### config.mk
export PLATFORM = sky130hd
export DESIGN_NAME = integer_to_ascii_formatter_flat
export DESIGN_NICKNAME = d
export VERILOG_FILES = /design/src/rtl/ita_pkg.sv /design/src/rtl/ita_in_if.sv /design/src/rtl/ita_out_if.sv /design/src/rtl/integer_to_ascii_formatter.sv /design/src/rtl/ita_front.sv /design/src/rtl/ita_fifo.sv /design/src/rtl/ita_back.sv /design/src/flat_wrapper.sv
export SDC_FILE = /design/constraint.sdc
export NUM_CORES = 1
export LEC_CHECK = 0
export BUFFER_PORTS_ARGS = -buffer_cell sky130_fd_sc_hd__buf_2
export CAP_MARGIN = 10
export CORE_ASPECT_RATIO = 1.4
export CORE_MARGIN = 4
export CORE_UTILIZATION = 45
export DETAILED_ROUTE_END_ITERATION = 10
export MAX_ROUTING_LAYER = met4
export SLEW_MARGIN = 25
export SYNTH_ARGS = -nofsm -noshare
export SYNTH_HDL_FRONTEND = slang
export SYNTH_HIERARCHICAL = 1
export SYNTH_SLANG_ARGS = --single-unit
### constraint.sdc
create_clock -name clk -period 12.3 [get_ports clk]
set_input_delay 3.075 -clock clk [delete_from_list [all_inputs] [get_ports clk]]
set_output_delay 3.075 -clock clk [all_outputs]
set_load 0.01 [all_outputs]
### src/rtl/ita_pkg.sv
// Shared types, opcode codes and character helpers for the integer to ASCII formatter.
// No dependencies.
`default_nettype none
package ita_pkg;

	localparam logic [2:0] OP_SDEC = 3'd0;
	localparam logic [2:0] OP_UDEC = 3'd1;
	localparam logic [2:0] OP_HEXL = 3'd2;
	localparam logic [2:0] OP_HEXU = 3'd3;
	localparam logic [2:0] OP_PTR  = 3'd4;

	typedef enum logic [1:0] {
		PFX_NONE  = 2'd0,
		PFX_MINUS = 2'd1,
		PFX_HEX   = 2'd2,
		PFX_NIL   = 2'd3
	} pfx_kind_t;

	typedef struct packed {
		pfx_kind_t   kind;
		logic        dec;
		logic        upper;
		logic [63:0] mag;
	} ita_job_t;

	typedef struct packed {
		logic     valid;
		ita_job_t job;
	} ita_head_t;

	function automatic logic [2:0] pfx_len(pfx_kind_t kind);
		logic [2:0] len;
		unique case (kind)
			PFX_NONE:  len = 3'd0;
			PFX_MINUS: len = 3'd1;
			PFX_HEX:   len = 3'd2;
			PFX_NIL:   len = 3'd5;
			default:   len = 3'd0;
		endcase
		return len;
	endfunction

	function automatic logic [7:0] pfx_char(pfx_kind_t kind, logic [2:0] idx);
		logic [7:0] c;
		c = "-";
		if (kind == PFX_HEX) begin
			c = (idx == 3'd0) ? "0" : "x";
		end else if (kind == PFX_NIL) begin
			unique case (idx)
				3'd0:    c = "(";
				3'd1:    c = "n";
				3'd2:    c = "i";
				3'd3:    c = "l";
				default: c = ")";
			endcase
		end
		return c;
	endfunction

	function automatic logic [7:0] digit_char(logic [3:0] d, logic upper);
		logic [7:0] c;
		if (d < 4'd10) begin
			c = 8'h30 + {4'd0, d};
		end else if (upper) begin
			c = 8'h37 + {4'd0, d};
		end else begin
			c = 8'h57 + {4'd0, d};
		end
		return c;
	endfunction

endpackage
`default_nettype wire

### src/rtl/ita_in_if.sv
// Input channel: value and format opcode with valid/ready handshake.
// No dependencies.
`default_nettype none
interface ita_in_if;
	logic        valid;
	logic        ready;
	logic [63:0] value;
	logic [2:0]  opcode;

	modport source (output valid, output value, output opcode, input ready);
	modport sink   (input valid, input value, input opcode, output ready);
endinterface
`default_nettype wire

### src/rtl/ita_out_if.sv
// Output channel: one ASCII character per transaction, with last flag and count.
// No dependencies.
`default_nettype none
interface ita_out_if;
	logic       valid;
	logic       ready;
	logic [7:0] character;
	logic       last;
	logic [4:0] char_count;

	modport source (output valid, output character, output last, output char_count,
		input ready);
	modport sink   (input valid, input character, input last, input char_count,
		output ready);
endinterface
`default_nettype wire

### src/rtl/integer_to_ascii_formatter.sv
// Top level of the integer to ASCII formatter: front end, job queue, back end.
// Depends on ita_pkg, ita_in_if, ita_out_if, ita_front, ita_fifo, ita_back.
//
// Usage:
//   item carries value (64 bits) and opcode (0 signed dec, 1 unsigned dec,
//   2 hex lower, 3 hex upper, 4 pointer). Opcodes 5..7 are accepted and
//   produce no characters.
//   text returns one ASCII character per transaction, most significant
//   digit first; last marks the final character and char_count holds the
//   total count there (0 on other characters).
//   Back end steps per item: pop, then for decimal the BCD shift loop
//   over the 32-bit value, a one-nibble-a-cycle skip of leading zeros and
//   emission of the characters, a minus first where present; 32-bit hex
//   and pointers skip and emit likewise, and "(nil)" goes straight to
//   emission. Emission waits while the receiver stalls.
//   The front accepts a new item whenever the job queue (QDEPTH entries)
//   has room, so items queue up while the back end works.
//   Reset clears the queue and the engine; no clearing pass is needed.
//   When the receiver stalls, the output register holds its character
//   and the back end waits; the queue keeps taking items until full.
`default_nettype none
module integer_to_ascii_formatter #(
	parameter int QDEPTH = 2
) (
	input  wire logic clk,
	input  wire logic arst_n,
	ita_in_if.sink    item,
	ita_out_if.source text
);
	import ita_pkg::*;

	ita_job_t  job;
	ita_head_t head;
	logic      push;
	logic      pop;
	logic      full;

	ita_front u_front (
		.item   (item),
		.q_full (full),
		.job    (job),
		.push   (push)
	);

	ita_fifo #(.DEPTH(QDEPTH)) u_fifo (
		.clk    (clk),
		.arst_n (arst_n),
		.push   (push),
		.wr_job (job),
		.pop    (pop),
		.head   (head),
		.full   (full)
	);

	ita_back u_back (
		.clk    (clk),
		.arst_n (arst_n),
		.head   (head),
		.pop    (pop),
		.text   (text)
	);
endmodule
`default_nettype wire

### src/rtl/ita_front.sv
// Front end: accepts input transactions, decodes the opcode and builds a job.
// Depends on ita_pkg and ita_in_if.
`default_nettype none
module ita_front (
	ita_in_if.sink          item,
	input  wire logic       q_full,
	output ita_pkg::ita_job_t job,
	output logic            push
);
	import ita_pkg::*;

	logic [31:0] low;
	logic        ok;

	assign low        = item.value[31:0];
	assign item.ready = !q_full;

	always_comb begin
		ok        = 1'b1;
		job.kind  = PFX_NONE;
		job.dec   = 1'b0;
		job.upper = 1'b0;
		job.mag   = {32'd0, low};
		unique case (item.opcode)
			OP_SDEC: begin
				job.dec = 1'b1;
				if (low[31]) begin
					job.kind = PFX_MINUS;
					job.mag  = {32'd0, (~low) + 32'd1};
				end
			end
			OP_UDEC: job.dec = 1'b1;
			OP_HEXL: job.dec = 1'b0;
			OP_HEXU: job.upper = 1'b1;
			OP_PTR: begin
				job.mag  = item.value;
				job.kind = (item.value == 64'd0) ? PFX_NIL : PFX_HEX;
			end
			default: ok = 1'b0;
		endcase
	end

	assign push = item.valid && item.ready && ok;
endmodule
`default_nettype wire

### src/rtl/ita_fifo.sv
// Short job queue between front and back ends.
// Depends on ita_pkg.
`default_nettype none
module ita_fifo #(
	parameter int DEPTH = 2
) (
	input  wire logic              clk,
	input  wire logic              arst_n,
	input  wire logic              push,
	input  wire ita_pkg::ita_job_t wr_job,
	input  wire logic              pop,
	output ita_pkg::ita_head_t     head,
	output logic                   full
);
	import ita_pkg::*;

	localparam int PW = (DEPTH > 1) ? $clog2(DEPTH) : 1;
	localparam int CW = $clog2(DEPTH + 1);

	ita_job_t        ent_q [DEPTH];
	logic [PW-1:0]   wr_ptr_q;
	logic [PW-1:0]   rd_ptr_q;
	logic [CW-1:0]   cnt_q;

	assign full       = (cnt_q == CW'(DEPTH));
	assign head.valid = (cnt_q != '0);
	assign head.job   = ent_q[rd_ptr_q];

	always_ff @(posedge clk) begin
		if (push) begin
			ent_q[wr_ptr_q] <= wr_job;
		end
	end

	always_ff @(posedge clk or negedge arst_n) begin
		if (!arst_n) begin
			wr_ptr_q <= '0;
			rd_ptr_q <= '0;
			cnt_q    <= '0;
		end else begin
			if (push) begin
				wr_ptr_q <= (wr_ptr_q == PW'(DEPTH - 1)) ? '0 : wr_ptr_q + PW'(1);
			end
			if (pop) begin
				rd_ptr_q <= (rd_ptr_q == PW'(DEPTH - 1)) ? '0 : rd_ptr_q + PW'(1);
			end
			if (push && !pop) begin
				cnt_q <= cnt_q + CW'(1);
			end else if (pop && !push) begin
				cnt_q <= cnt_q - CW'(1);
			end
		end
	end
endmodule
`default_nettype wire

### src/rtl/ita_back.sv
// Back end: binary-to-BCD conversion, leading-zero skip and character emission.
// Depends on ita_pkg and ita_out_if.
`default_nettype none
module ita_back (
	input  wire logic         clk,
	input  wire logic         arst_n,
	input  wire ita_pkg::ita_head_t head,
	output logic              pop,
	ita_out_if.source         text
);
	import ita_pkg::*;

	localparam logic [1:0] ST_IDLE = 2'd0;
	localparam logic [1:0] ST_CONV = 2'd1;
	localparam logic [1:0] ST_SKIP = 2'd2;
	localparam logic [1:0] ST_EMIT = 2'd3;

	logic [1:0]  state_q;
	pfx_kind_t   kind_q;
	logic        upper_q;
	logic [63:0] dig_q;
	logic [31:0] bin_q;
	logic [39:0] bcd_q;
	logic [4:0]  cyc_q;
	logic [4:0]  rem_q;
	logic [2:0]  pidx_q;
	logic [4:0]  cnt_q;

	logic        ovalid_q;
	logic [7:0]  ochar_q;
	logic        olast_q;
	logic [4:0]  ocnt_q;

	logic [39:0] bcd_adj;
	logic [39:0] bcd_nxt;
	logic [2:0]  plen;
	logic        in_pfx;
	logic [5:0]  left;
	logic        fin;
	logic [7:0]  ch;
	logic        take;

	function automatic logic [39:0] dabble_adj(logic [39:0] b);
		logic [39:0] r;
		r = b;
		for (int i = 0; i < 10; i++) begin
			if (b[4*i +: 4] >= 4'd5) begin
				r[4*i +: 4] = b[4*i +: 4] + 4'd3;
			end
		end
		return r;
	endfunction

	assign bcd_adj = dabble_adj(bcd_q);
	assign bcd_nxt = {bcd_adj[38:0], bin_q[31]};

	assign plen   = pfx_len(kind_q);
	assign in_pfx = (pidx_q < plen);
	assign left   = {3'd0, plen - pidx_q} + {1'b0, rem_q};
	assign fin    = (left == 6'd1);
	assign ch     = in_pfx ? pfx_char(kind_q, pidx_q) : digit_char(dig_q[63:60], upper_q);
	assign take   = (state_q == ST_EMIT) && (!ovalid_q || text.ready);
	assign pop    = (state_q == ST_IDLE) && head.valid;

	assign text.valid      = ovalid_q;
	assign text.character  = ochar_q;
	assign text.last       = olast_q;
	assign text.char_count = ocnt_q;

	always_ff @(posedge clk) begin
		if (take) begin
			ochar_q <= ch;
			olast_q <= fin;
			ocnt_q  <= fin ? cnt_q + 5'd1 : 5'd0;
		end
	end

	always_ff @(posedge clk or negedge arst_n) begin
		if (!arst_n) begin
			state_q  <= ST_IDLE;
			ovalid_q <= 1'b0;
			kind_q   <= PFX_NONE;
			upper_q  <= 1'b0;
			dig_q    <= '0;
			bin_q    <= '0;
			bcd_q    <= '0;
			cyc_q    <= '0;
			rem_q    <= '0;
			pidx_q   <= '0;
			cnt_q    <= '0;
		end else begin
			if (take) begin
				ovalid_q <= 1'b1;
			end else if (text.ready) begin
				ovalid_q <= 1'b0;
			end
			unique case (state_q)
				ST_IDLE: begin
					if (head.valid) begin
						kind_q  <= head.job.kind;
						upper_q <= head.job.upper;
						pidx_q  <= '0;
						cnt_q   <= '0;
						if (head.job.dec) begin
							bin_q   <= head.job.mag[31:0];
							bcd_q   <= '0;
							cyc_q   <= '0;
							state_q <= ST_CONV;
						end else if (head.job.kind == PFX_NIL) begin
							rem_q   <= 5'd0;
							state_q <= ST_EMIT;
						end else if (head.job.kind == PFX_HEX) begin
							dig_q   <= head.job.mag;
							rem_q   <= 5'd16;
							state_q <= ST_SKIP;
						end else begin
							dig_q   <= {head.job.mag[31:0], 32'd0};
							rem_q   <= 5'd8;
							state_q <= ST_SKIP;
						end
					end
				end
				ST_CONV: begin
					bcd_q <= bcd_nxt;
					bin_q <= {bin_q[30:0], 1'b0};
					cyc_q <= cyc_q + 5'd1;
					if (cyc_q == 5'd31) begin
						dig_q   <= {bcd_nxt, 24'd0};
						rem_q   <= 5'd10;
						state_q <= ST_SKIP;
					end
				end
				ST_SKIP: begin
					if (rem_q > 5'd1 && dig_q[63:60] == 4'd0) begin
						dig_q <= {dig_q[59:0], 4'd0};
						rem_q <= rem_q - 5'd1;
					end else begin
						state_q <= ST_EMIT;
					end
				end
				ST_EMIT: begin
					if (take) begin
						cnt_q <= cnt_q + 5'd1;
						if (in_pfx) begin
							pidx_q <= pidx_q + 3'd1;
						end else begin
							dig_q <= {dig_q[59:0], 4'd0};
							rem_q <= rem_q - 5'd1;
						end
						if (fin) begin
							state_q <= ST_IDLE;
						end
					end
				end
				default: state_q <= ST_IDLE;
			endcase
		end
	end

`ifndef ASSERT_OFF
	a_last_count: assert property (@(posedge clk) disable iff (!arst_n)
		(ovalid_q && olast_q) |-> (ocnt_q >= 5'd1 && ocnt_q <= 5'd18))
		else $error("last character carries a bad count");
	a_skip_rem: assert property (@(posedge clk) disable iff (!arst_n)
		(state_q == ST_SKIP) |-> (rem_q >= 5'd1 && rem_q <= 5'd16))
		else $error("digit count out of range during skip");
	a_emit_left: assert property (@(posedge clk) disable iff (!arst_n)
		(state_q == ST_EMIT) |-> (left != 6'd0))
		else $error("emitting with nothing left");
	a_pop_idle: assert property (@(posedge clk) disable iff (!arst_n)
		pop |=> (state_q != ST_IDLE))
		else $error("job popped but engine stayed idle");
`endif
endmodule
`default_nettype wire
### src/flat_wrapper.sv
// flat-port wrapper written by rule: the top's interface ports become plain ports
module integer_to_ascii_formatter_flat import ita_pkg::*;
#(
	parameter int QDEPTH = 2
)
  (clk, arst_n, item_valid, item_value, item_opcode, item_ready, text_valid, text_character, text_last, text_char_count, text_ready);
  ita_in_if item_i ();
  ita_out_if text_i ();
  input  wire logic clk;
  input  wire logic arst_n;
  input wire logic [$bits(item_i.valid)-1:0] item_valid;
  input wire logic [$bits(item_i.value)-1:0] item_value;
  input wire logic [$bits(item_i.opcode)-1:0] item_opcode;
  output wire logic [$bits(item_i.ready)-1:0] item_ready;
  output wire logic [$bits(text_i.valid)-1:0] text_valid;
  output wire logic [$bits(text_i.character)-1:0] text_character;
  output wire logic [$bits(text_i.last)-1:0] text_last;
  output wire logic [$bits(text_i.char_count)-1:0] text_char_count;
  input wire logic [$bits(text_i.ready)-1:0] text_ready;
  assign item_i.valid = item_valid;
  assign item_i.value = item_value;
  assign item_i.opcode = item_opcode;
  assign item_ready = item_i.ready;
  assign text_valid = text_i.valid;
  assign text_character = text_i.character;
  assign text_last = text_i.last;
  assign text_char_count = text_i.char_count;
  assign text_i.ready = text_ready;
  integer_to_ascii_formatter #(.QDEPTH(QDEPTH)) u_core (.clk(clk), .arst_n(arst_n), .item(item_i), .text(text_i));
endmodule
==> metrics.yaml, run 1 <==
run_status:
  status: "complete, no violations"
flow_run:
  maxCapViolations: 0
yosys:
  synth-warning-count: 6
  syn_inst: 1355
  synthMuxAreaShare_pct: 14.68
  yosys.area.top_type: "edfxtp_1"
  syn-num-nets: 1473
  synth_top_family_by_area: "multiplexers"
  async_reset_ff_share_pct: 52.40
  seq_area_frac_synth_pct: 53.58
  ys_ff_latch: 313
  syn_avg_cell_area_um2: 11.82
  synthSimpleGateAreaFrac_pct: 10.12
  synth_xor_area_share_pct: 2.735
  synth_area_um2: 16010
  yosys.area.top_type_share_pct: 27.95
  synth_cell_type_count: 70
  synth_compound_area_share_pct: 11.30
  yosys.area_share.adder_pct: 3.767
  yosys-top-cells-area: "edfxtp_1 (28%), dfrtp_1 (26%), mux2_2 (6.3%)"
  synth_flop_cell: "dfrtp_1"
  synth_edf_count: 149
global_routing:
  first_global_vias: 10913
  antenna_found_initial: 0
  globalRouteMet2Util_pct: 38.14
  grt_pass1_wl_um: 62130
  grt_use_met3_pct: 2.150
  grt_start_max_net_pins: 109
  grt.busiest_layer: "met2"
  use_met1_pct: 24.19
  track_usage_pct: 20.89
  grt_overflow: 0
clock_tree:
  clk-insertion-delay-late_ps: 570
  htreeDepth: 1
  cts_tree: "built"
  postCtsResizedCells: 0
  clock_path_buffers: 3
  cts_buffers: 31
  post_cts_buffers: 0
  clkTransAtPathRegs_ps: 60
  hold_buffers: 0
  root_buffer: "clkbuf_16"
  cts_sinks: 313
timing:
  holdWs_ps: 476.6
  fin_skew_ps: 15.71
  clock.fmax_ghz: 0.2067
  tightestPinTransition_ps: 998.8
  fin_setup_tns_ps: 0
  maxSlewViolCount: 0
  setup_viol: 0
  max-slew-margin-rel_pct: 33.41
  finalHoldViolCount: 0
  period_minus_slack_ps: 4837
  post-route-period-util_pct: 39.33
  finalWorstSetupSlack_ps: 7463
  rsz0062_at_grt: "no"
power_and_ir_drop:
  powerDensity_nw_per_um2: 242.0
  power.leakage_nw: 7.231
  power_mw: 4.337
  ir_worst_vdd_mv: 0.1942
place:
  gp_congestion: 0.8449
  io_buffers: 85
  pre_cts_ws_ps: 6865
  placed_area_um2: 16800
  dp_cells: 1839
  hpwl_um: 27610
floorplanning:
  rows: 81
  die_area_um2: 38700
  core_area_um2: 35070
  io_pins: 87
  fp.dieH_um: 231.2
  die_x_um: 167.4
  start_util_pct: 45.66
route:
  drt.antenna.violating_nets: 0
  num_vias: 10697
  wl_um: 39910
  drt_iter0_drc: 594
  drtPass1Iterations: 7
  post_drt_wl_per_cell_um: 21.04
  viasPerCell: 5.639
  drc: 0
critical_path:
  worstSetupPathType: "input pin to flip-flop"
  regToRegSetupSlack_ps: 8360
  critPathCaptureType: "flip-flop"
  worstPathArrival_ps: 5220
  crit_path_start: "item_value[3]"
  start_kind: "input pin"
  critPathRequiredTime_ps: 12680
  cp_max_fo: 5
  r2r_start: "u_core/u_back/state_q[1]"
hold_path:
  min_path_type: "flip-flop to flip-flop"
  min-delay-start: "u_core/u_back/cyc_q[4]"
final_layout:
  diodes: 0
  layout-drive-gt1-share_pct: 19.08
  syn2layout_area_growth_pct: 11.92
  final_cells: 1897
  post-route-util_pct: 51.10
  fillerInstances: 3129
  postLayoutCellArea_um2: 17920
  fin_nets: 1534
## where the power goes
part           leakage (nW)  switching, mW  total (mW)  internal, mW
clock network         0.555          0.402        1.03         0.632
registers              3.56          0.145        1.53          1.38
logic                  3.12           1.09        1.78         0.688
## state kept, by name, indices dropped and copies added (netlist names), 3 cells and up
signal,count
u_core/u_back/rem_q,5
u_core/u_back/text.char_count,5
u_core/u_back/cyc_q,5
u_core/u_back/bcd_q,40
u_core/u_fifo/ent_q,136
u_core/u_back/cnt_q,5
u_core/u_back/bin_q,32
u_core/u_back/pidx_q,3
u_core/u_back/text.character,7
u_core/u_back/dig_q,64
## synth_stat cells (41+ instances only)
cell,count
nand2_1,111
dfrtp_1,164
mux2_1,44
o21ai_0,113
edfxtp_1,149
clkbuf_1,42
and2_1,41
mux2_2,90
mux2i_1,69
nor2_1,47
inv_1,62
ha_1,45
## final cells by class
type,count,area (um^2),share of cell area (%)
multi-input cells,908,6867,38.32
well taps,456,570.5,3.184
inverters,62,232.7,1.299
clock buffers,44,898.4,5.014
clock inverters,14,222.7,1.243
repair buffers,100,548.0,3.058
flip-flops and latches,313,8579,47.88
## worst paths after layout
check,end,cells after the start
worst max register to register,u_core/u_back/dig_q[50],10
worst min register to register,u_core/u_back/cyc_q[4],2
worst min-delay path,u_core/u_back/cyc_q[4],2
worst max-delay path,u_core/u_fifo/ent_q[0][31],5
max in group asynchronous,u_core/u_back/dig_q[40],2
min in group asynchronous,u_core/u_back/bin_q[2],1
## placed cells by master, fill, tap and decap left out, drive strengths merged, types with 8 or more instances in the layout
cell type	count
edfxtp	149
and2	43
mux2i	69
nand2b	18
a21oi	40
nor4b	8
a31oi	29
xor2	24
a22oi	18
o21ai	114
xnor2	26
a22o	21
mux2	144
ha	45
nor2	47
nor4	13
inv	64
a221o	10
nor3	15
nor2b	8
dfrtp	164
buf	100
nand2	111
nand3	18
clkbuf	44
## critical path, stage by stage
cell      delay, ps
buf_2           130
nor4_1          780
nand2_1         360
or4_1           600
a21boi_1        270
## per-layer routing
layer / routed length, um / share of wire, % / vias up
met3: 1380 / 3.5 / 64
met4: 1281 / 3.2 / 0
li1: - / - / 5071
met1: 15750 / 39 / 5346
met2: 21500 / 54 / 216
met5: 0 / 0 / -
## kinds of logic after synthesis
| group | Yosys count |
|---|---|
| simple gates | 314 |
| flops | 313 |
| compound gates | 283 |
| buf+inv | 134 |
| xor+xnor | 50 |
| fa+ha+maj | 47 |
| mux | 213 |
| other cells | 1 |
Note: power is estimated with default switching activity, not from simulation.
==> run 2, diff against run 1 <==
==> constraint.sdc (replaced) <==
create_clock -name clk -period 4.9 [get_ports clk]
set_input_delay 1.225 -clock clk [delete_from_list [all_inputs] [get_ports clk]]
set_output_delay 1.225 -clock clk [all_outputs]
set_load 0.01 [all_outputs]
==> metrics.yaml, run 2 (same netlist as run 1, synthesis figures left out) <==
global_routing:
  grt_pass1_wl_um: 62450  # was 62,130 um
  first_global_vias: 11015  # was 10,913
  grt_start_max_net_pins: 92  # was 109
  antenna_found_initial: 0  # unchanged
  track_usage_pct: 21.11  # was 20.89%
  grt_overflow: 0  # unchanged
critical_path:
  cp_num_buf_inv: 3  # was 1
  critPathRequiredTime_ps: 5300  # was 12,680 ps
  crit_family: "adder cells"  # was simple AND/OR/NAND/NOR gates
  slowest_delay_ps: 530  # was 780 ps
  crit_path_start: "u_core/u_back/kind_q[0]"  # was item_value[3]
  worstPathArrival_ps: 3690  # was 5220 ps
  crit_chain: "inv_1 -> ha_1 -> inv_1 -> fa_1 -> inv_1 -> fa_1 -> nand2_1 -> nor4_1 -> o211ai_1 -> a221o_1 -> mux2_2"  # was buf_2 -> nor4_1 -> nand2_1 -> or4_1 -> a21boi_1
  cp_max_fo: 7  # was 5
  start_kind: "flip-flop"  # was input pin
  r2r_start: "u_core/u_back/kind_q[0]"  # was u_core/u_back/state_q[1]
  crit_slowest_cell: "fa_1"  # was nor4_1
  worstSetupPathType: "flip-flop to flip-flop"  # was input pin to flip-flop
  critPathCaptureType: "flip-flop"  # unchanged
  crit_top_cell: "inv_1"
clock_tree:
  post_cts_buffers: 0  # unchanged
  htreeDepth: 2  # was 1
  cts_buffers: 34  # was 31
  root_buffer: "clkbuf_16"  # unchanged
  cts_sinks: 313  # unchanged
  cts_tree: "built"  # unchanged
  clock_path_buffers: 3  # unchanged
  clk-insertion-delay-late_ps: 510  # was 570 ps
  hold_buffers: 0  # unchanged
  postCtsResizedCells: 0  # unchanged
  clkTransAtPathRegs_ps: 60  # about the same
power_and_ir_drop:
  power.leakage_nw: 7.232  # was 7.231 nW
  clkPwrFrac_pct: 22.8  # was 23.8%
  pwr-share-comb_pct: 42.0  # was 41.0%
  powerDensity_nw_per_um2: 602.5  # was 242.0 nW/um^2
  p_int_mw: 6.728  # was 2.701 mW
  power_switching_mw: 4.091  # was 1.636 mW
  netSwitchingFraction_pct: 37.81  # was 37.72%
  ir_worst_vdd_mv: 0.5478  # was 0.1942 mV
  power_mw: 10.82  # was 4.337 mW
  seqPwrFrac_pct: 35.2  # about the same
floorplanning:
  fp.dieH_um: 231.2  # unchanged
  rows: 81  # unchanged
  die_x_um: 167.4  # unchanged
  io_pins: 87  # unchanged
  start_util_pct: 45.66  # unchanged
  die_area_um2: 38700  # unchanged
  core_area_um2: 35070  # unchanged
final_layout:
  final_cells: 1902  # was 1,897
  post-route-util_pct: 51.21  # was 51.10%
  max_flop_register: "u_core/u_fifo/ent_q"  # unchanged
  syn2layout_area_growth_pct: 12.16  # was 11.92%
  largest_reg_flops: 136  # unchanged
  diodes: 0  # unchanged
  final_cell_mix: "dfrtp_1 (163), edfxtp_1 (149), o21ai_0 (113), nand2_1 (111), mux2_2 (90)"  # unchanged
  postLayoutCellArea_um2: 17960  # was 17,920 um^2
  layout-drive-gt1-share_pct: 18.74  # was 19.08%
  fin_nets: 1539  # was 1,534
  final_common_cell: "dfrtp_1"  # unchanged
  reg_top3: "u_core/u_fifo/ent_q: 136 flops, u_core/u_back/dig_q: 64 flops, u_core/u_back/bcd_q: 40 flops"  # unchanged
hold_path:
  min_path_type: "flip-flop to flip-flop"  # unchanged
  min-delay-start: "u_core/u_back/cyc_q[4]"  # unchanged
timing:
  fin_setup_tns_ps: 0  # unchanged
  maxSlewViolCount: 0  # unchanged
  setup_viol: 0  # unchanged
  tightestPinTransition_ps: 919.6  # was 998.8 ps
  post-route-period-util_pct: 67.20
  max-slew-margin-rel_pct: 38.69  # was 33.41%
  rsz0062_at_grt: "no"  # unchanged
  finalWorstSetupSlack_ps: 1607  # was 7463 ps
  clock.fmax_ghz: 0.3037
  finalHoldViolCount: 0  # unchanged
  fin_skew_ps: 10.85  # was 15.71 ps
  holdWs_ps: 477.0  # was 476.6 ps
  period_minus_slack_ps: 3293
place:
  dp_cells: 1841  # was 1,839
  placed_area_um2: 16880  # was 16,800 um^2
  hpwl_um: 27900  # was 27,610 um
  pre_cts_ws_ps: 1580  # was 6865 ps
  gp_congestion: 0.8449  # unchanged
  io_buffers: 85  # unchanged
route:
  drtPass1Iterations: 7  # unchanged
  post_drt_wl_per_cell_um: 20.99  # was 21.04 um
  num_vias: 10733  # was 10,697
  wl_um: 39920  # was 39,910 um
  drt.antenna.violating_nets: 0  # unchanged
  viasPerCell: 5.643  # was 5.639
  drt_iter0_drc: 775  # was 594
  drc: 0  # unchanged
flow_run:
  maxCapViolations: 0  # unchanged
run_status:
  status: "complete, no violations"  # unchanged
## run 2: cell types whose count changed in the layout (fill, tap and decap cells not counted), sizes merged
cell,delta
buf,+2
clkbuf,+15
inv,-2
clkinv,-4
bufinv,-6
## run 2: path summary, 6_finish.rpt
check / end / slack, ps / depth (start not counted)
hold reg to reg: u_core/u_back/cyc_q[4] / 480 / 2
min in group asynchronous: u_core/u_fifo/wr_ptr_q / 770 / 1
setup / recovery: u_core/u_back/state_q[0] / 1610 / 11
max in group asynchronous: u_core/u_back/bcd_q[28] / 3170 / 2
setup reg to reg: u_core/u_back/state_q[0] / 1610 / 11
hold / removal: u_core/u_back/cyc_q[4] / 480 / 2
## run 2: routing by layer
metal  GRT usage [%]  part of all wire [%]  vias up
met1           24.57                    40     5356
met2           38.76                    54      222
li1                -                     -     5085
met3           2.252                   3.5       70
met5               -                     0        -
met4           5.861                   2.6        0
## run 2: cell type report
type	count	area [um^2]
Tap cell	456	570.5
Clock buffer	59	1069
Inverter	62	232.7
Timing Repair Buffer	102	629.4
Multi-Input combinational cell	908	6867
Sequential cell	313	8579
Clock inverter	2	10.01
Fill cell	3209	17110
## run 2: tightest hold or removal path: cells and delay by family, from the launching register on
family	cells	cell delay, ps
simple gates	2	100
flops	1	350
## run 2: power groups by stage
stage | Sequential, mW | Combinational [mW] | Clock [mW]
3_5_place_dp | 3.85 | 4.55 | 0
5_1_grt | 3.87 | 4.97 | 2.63
6_report | 3.81 | 4.55 | 2.46
3_3_place_gp | 3.83 | 4.47 | 0
4_1_cts | 3.81 | 4.58 | 2.52
2_1_floorplan | 3.76 | 3.39 | 0
==> run 3, diff against run 2 <==
--- a/config.mk
+++ b/config.mk
@@ -5,6 +5,7 @@
 export SDC_FILE = /design/constraint.sdc
 export NUM_CORES = 1
 export LEC_CHECK = 0
+export ABC_AREA = 1
 export BUFFER_PORTS_ARGS = -buffer_cell sky130_fd_sc_hd__buf_2
 export CAP_MARGIN = 10
 export CORE_ASPECT_RATIO = 1.4
==> constraint.sdc (replaced) <==
create_clock -name clk -period 2.6 [get_ports clk]
set_input_delay 0.65 -clock clk [delete_from_list [all_inputs] [get_ports clk]]
set_output_delay 0.65 -clock clk [all_outputs]
set_load 0.01 [all_outputs]
==> metrics.yaml, run 3 <==
yosys:
  synth-warning-count: 6  # unchanged
  syn-num-nets: 1985  # was 1,473
  synth_commonest_cells: "nand2_1 (412), inv_1 (259), o21ai_0 (174)"  # was dfrtp_1 (164), edfxtp_1 (149), o21ai_0 (113)
  syn_avg_cell_area_um2: 8.933  # was 11.82 um^2
  synth_flop_cell: "dfrtp_1"  # unchanged
  ys_ff_latch: 313  # unchanged
  synth_area_um2: 16680  # was 16,010 um^2
  synth_cell_type_count: 47  # was 70
  yosys.area.top_type_share_pct: 26.83  # was 27.95%
  seq_area_frac_synth_pct: 51.43  # was 53.58%
  synth_most_common_cell: "nand2_1"  # was dfrtp_1
  yosys.area.top_type: "edfxtp_1"  # unchanged
  syn_inst: 1867  # was 1,355
  synth_edf_count: 149  # unchanged
  async_reset_ff_share_pct: 52.40  # unchanged
  yosys-top-cells-area: "edfxtp_1 (27%), dfrtp_1 (25%), nand2_1 (9.3%)"  # was edfxtp_1 (28%), dfrtp_1 (26%), mux2_2 (6.3%)
final_layout:
  largest_reg_flops: 136  # unchanged
  syn2layout_area_growth_pct: 13.83  # was 12.16%
  final_cell_mix: "nand2_1 (409), inv_1 (255), o21ai_0 (174), dfrtp_1 (163), edfxtp_1 (149)"  # was dfrtp_1 (163), edfxtp_1 (149), o21ai_0 (113), nand2_1 (111), mux2_2 (90)
  final_common_cell: "nand2_1"  # was dfrtp_1
  fin_nets: 2072  # was 1,539
  max_flop_register: "u_core/u_fifo/ent_q"  # unchanged
  layout-drive-gt1-share_pct: 15.52  # was 18.74%
  diodes: 0  # unchanged
  reg_top3: "u_core/u_fifo/ent_q: 136 flops, u_core/u_back/dig_q: 64 flops, u_core/u_back/bcd_q: 40 flops"  # unchanged
critical_path:
  r2r_cells: 14  # was 11
  cp-endpoint: "u_core/u_back/text.char_count[4]"  # was u_core/u_back/state_q[0]
  critPathCaptureType: "flip-flop"  # unchanged
  r2r_start: "u_core/u_back/kind_q[0]"  # unchanged
  r2r-end: "u_core/u_back/text.char_count[4]"  # was u_core/u_back/state_q[0]
  worstPathArrival_ps: 2840  # was 3690 ps
  start_kind: "flip-flop"  # unchanged
  regToRegSetupSlack_ps: 30  # was 1610 ps
  critPathRequiredTime_ps: 2870  # was 5300 ps
  crit_path_start: "u_core/u_back/kind_q[0]"  # unchanged
  worstSetupPathType: "flip-flop to flip-flop"  # unchanged
  cp_max_fo: 6  # was 7
route:
  drtPass1Iterations: 5  # was 7
  drt_iter0_drc: 879  # was 775
  post_drt_wl_per_cell_um: 17.36  # was 20.99 um
  viasPerCell: 5.284  # was 5.643
  drc: 0  # unchanged
  drt.antenna.violating_nets: 0  # unchanged
  wl_um: 42440  # was 39,920 um
  num_vias: 12920  # was 10,733
timing:
  max-slew-margin-rel_pct: 44.05  # was 38.69%
  maxSlewViolCount: 0  # unchanged
  fin_setup_tns_ps: 0  # unchanged
  finalWorstSetupSlack_ps: 30.17  # was 1607 ps
  tightestPinTransition_ps: 830.5  # was 919.6 ps
  setup_viol: 0  # unchanged
  clock.fmax_ghz: 0.3891  # was 0.3037 GHz
  period_minus_slack_ps: 2570  # was 3293 ps
  fin_skew_ps: 24.44  # was 10.85 ps
  finalHoldViolCount: 0  # unchanged
  post-route-period-util_pct: 98.84  # was 67.20%
  rsz0062_at_grt: "yes"  # was no
floorplanning:
  core_area_um2: 36660  # was 35,070 um^2
  start_util_pct: 45.50  # was 45.66%
  die_area_um2: 40250  # was 38,700 um^2
  rows: 83  # was 81
  die_x_um: 170.7  # was 167.4 um
  io_pins: 87  # unchanged
  fp.dieH_um: 235.8  # was 231.2 um
power_and_ir_drop:
  power.leakage_nw: 8.465  # was 7.232 nW
  ir_worst_vdd_mv: 0.6855  # was 0.5478 mV
  powerDensity_nw_per_um2: 1081  # was 602.5 nW/um^2
clock_tree:
  clkTransAtPathRegs_ps: 60  # about the same
  cts_sinks: 313  # unchanged
  htreeDepth: 2  # unchanged
  root_buffer: "clkbuf_16"  # unchanged
  cts_buffers: 34  # unchanged
  cts_tree: "built"  # unchanged
  clock_path_buffers: 3  # unchanged
  clk-insertion-delay-late_ps: 530  # was 510 ps
global_routing:
  track_usage_pct: 21.52  # was 21.11%
  grt_start_max_net_pins: 103  # was 92
  grt_overflow: 0  # unchanged
  antenna_found_initial: 0  # unchanged
  grt_pass1_wl_um: 66960  # was 62,450 um
  first_global_vias: 12584  # was 11,015
flow_run:
  maxCapViolations: 0  # unchanged
run_status:
  status: "complete, no violations"  # unchanged
place:
  pre_cts_ws_ps: 37.32  # was 1580 ps
  io_buffers: 85  # unchanged
  hpwl_um: 31080  # was 27,900 um
  gp_congestion: 0.9204  # was 0.8449
hold_path:
  min_path_type: "input pin to flip-flop"  # was flip-flop to flip-flop
## run 3: kinds of logic (layout without fill, tap and decap cells)
family	after synthesis	in the layout	share of synthesized area, %
compound gates	307	307	10.15
other cells	1	1	0.02248
simple gates	744	744	19.53
mux	68	68	4.816
flops	313	313	51.43
xor+xnor	37	37	1.943
fa+ha+maj	47	47	3.616
buf+inv	350	461	8.485
## run 3: timing repair
| action | in CTS | in global routing |
|---|---|---|
| endpoints found under the setup margin | 0 | 8 |
| hold endpoints to repair | 15 | 0 |
| gates resized for setup | 0 | 12 |
| buffers inserted | 0 | 2 |
| hold buffers | 1 | 0 |
## run 3: worst min path at each step
stage | start | endpoint | slack [ps] | depth (start not counted)
floorplan | arst_n | u_core/u_back/bcd_q[0] | 350 | 0
global placement | u_core/u_back/dig_q[28] | u_core/u_back/dig_q[28] | 460 | 2
detailed placement | u_core/u_back/dig_q[27] | u_core/u_back/dig_q[27] | 460 | 2
CTS | item_value[0] | u_core/u_fifo/ent_q[0][0] | 330 | 1
global route | item_value[0] | u_core/u_fifo/ent_q[0][0] | 350 | 1
finish | item_value[0] | u_core/u_fifo/ent_q[0][0] | 350 | 1
## run 3: stage by stage
stage	util, %	hold slack, ps	std cells	instance area, um^2	total power [mW]
final	51.79	350.3	2445	18990	20.52
after global routing	51.79	352.2	2445	18990	21.97
after CTS	51.66	333.1	2443	18940	20.60
after detailed placement	48.66	460.6	2382	17840	15.78
after global placement	48.66	456.8	2382	17840	15.65
after floorplan	-	354.4	1867	16690	12.97
## run 3: power breakdown
part	internal, mW	leakage [nW]	switching, mW
combinational	3.03	4.38	5.72
clock	2.79	0.521	1.96
sequential	6.50	3.56	0.513
total	12.3	8.47	8.19
## run 3: area by class of cell
class	instances	area [um^2]
Multi-Input combinational cell	1204	6740
Tap cell	467	584.3
Fill cell	3421	17670
Sequential cell	313	8579
Clock inverter	13	128.9
Inverter	269	1013
Timing Repair Buffer	132	978.4
Clock buffer	47	960.9
## run 3: worst max-delay path, cell delays in order (launching register included)
cell and delay, ps:
dfrtp_1 400, inv_2 80, ha_4 120, inv_2 40, fa_1 420, xor2_1 190, ha_1 360, nand2_2 80
nand2_2 70, nand2_1 50, nor2_1 110, nor2_1 70, nand2_1 140, buf_6 140, nor2_1 40
## run 3: per-layer routing
metal  wire length, um  up-vias  GRT usage (%)
met1             16850     6143          25.15
met2             21450      295          36.02
met5                 0        -              -
li1                  -     6374              -
met3              1475      108          2.431
met4              2665        0          11.82
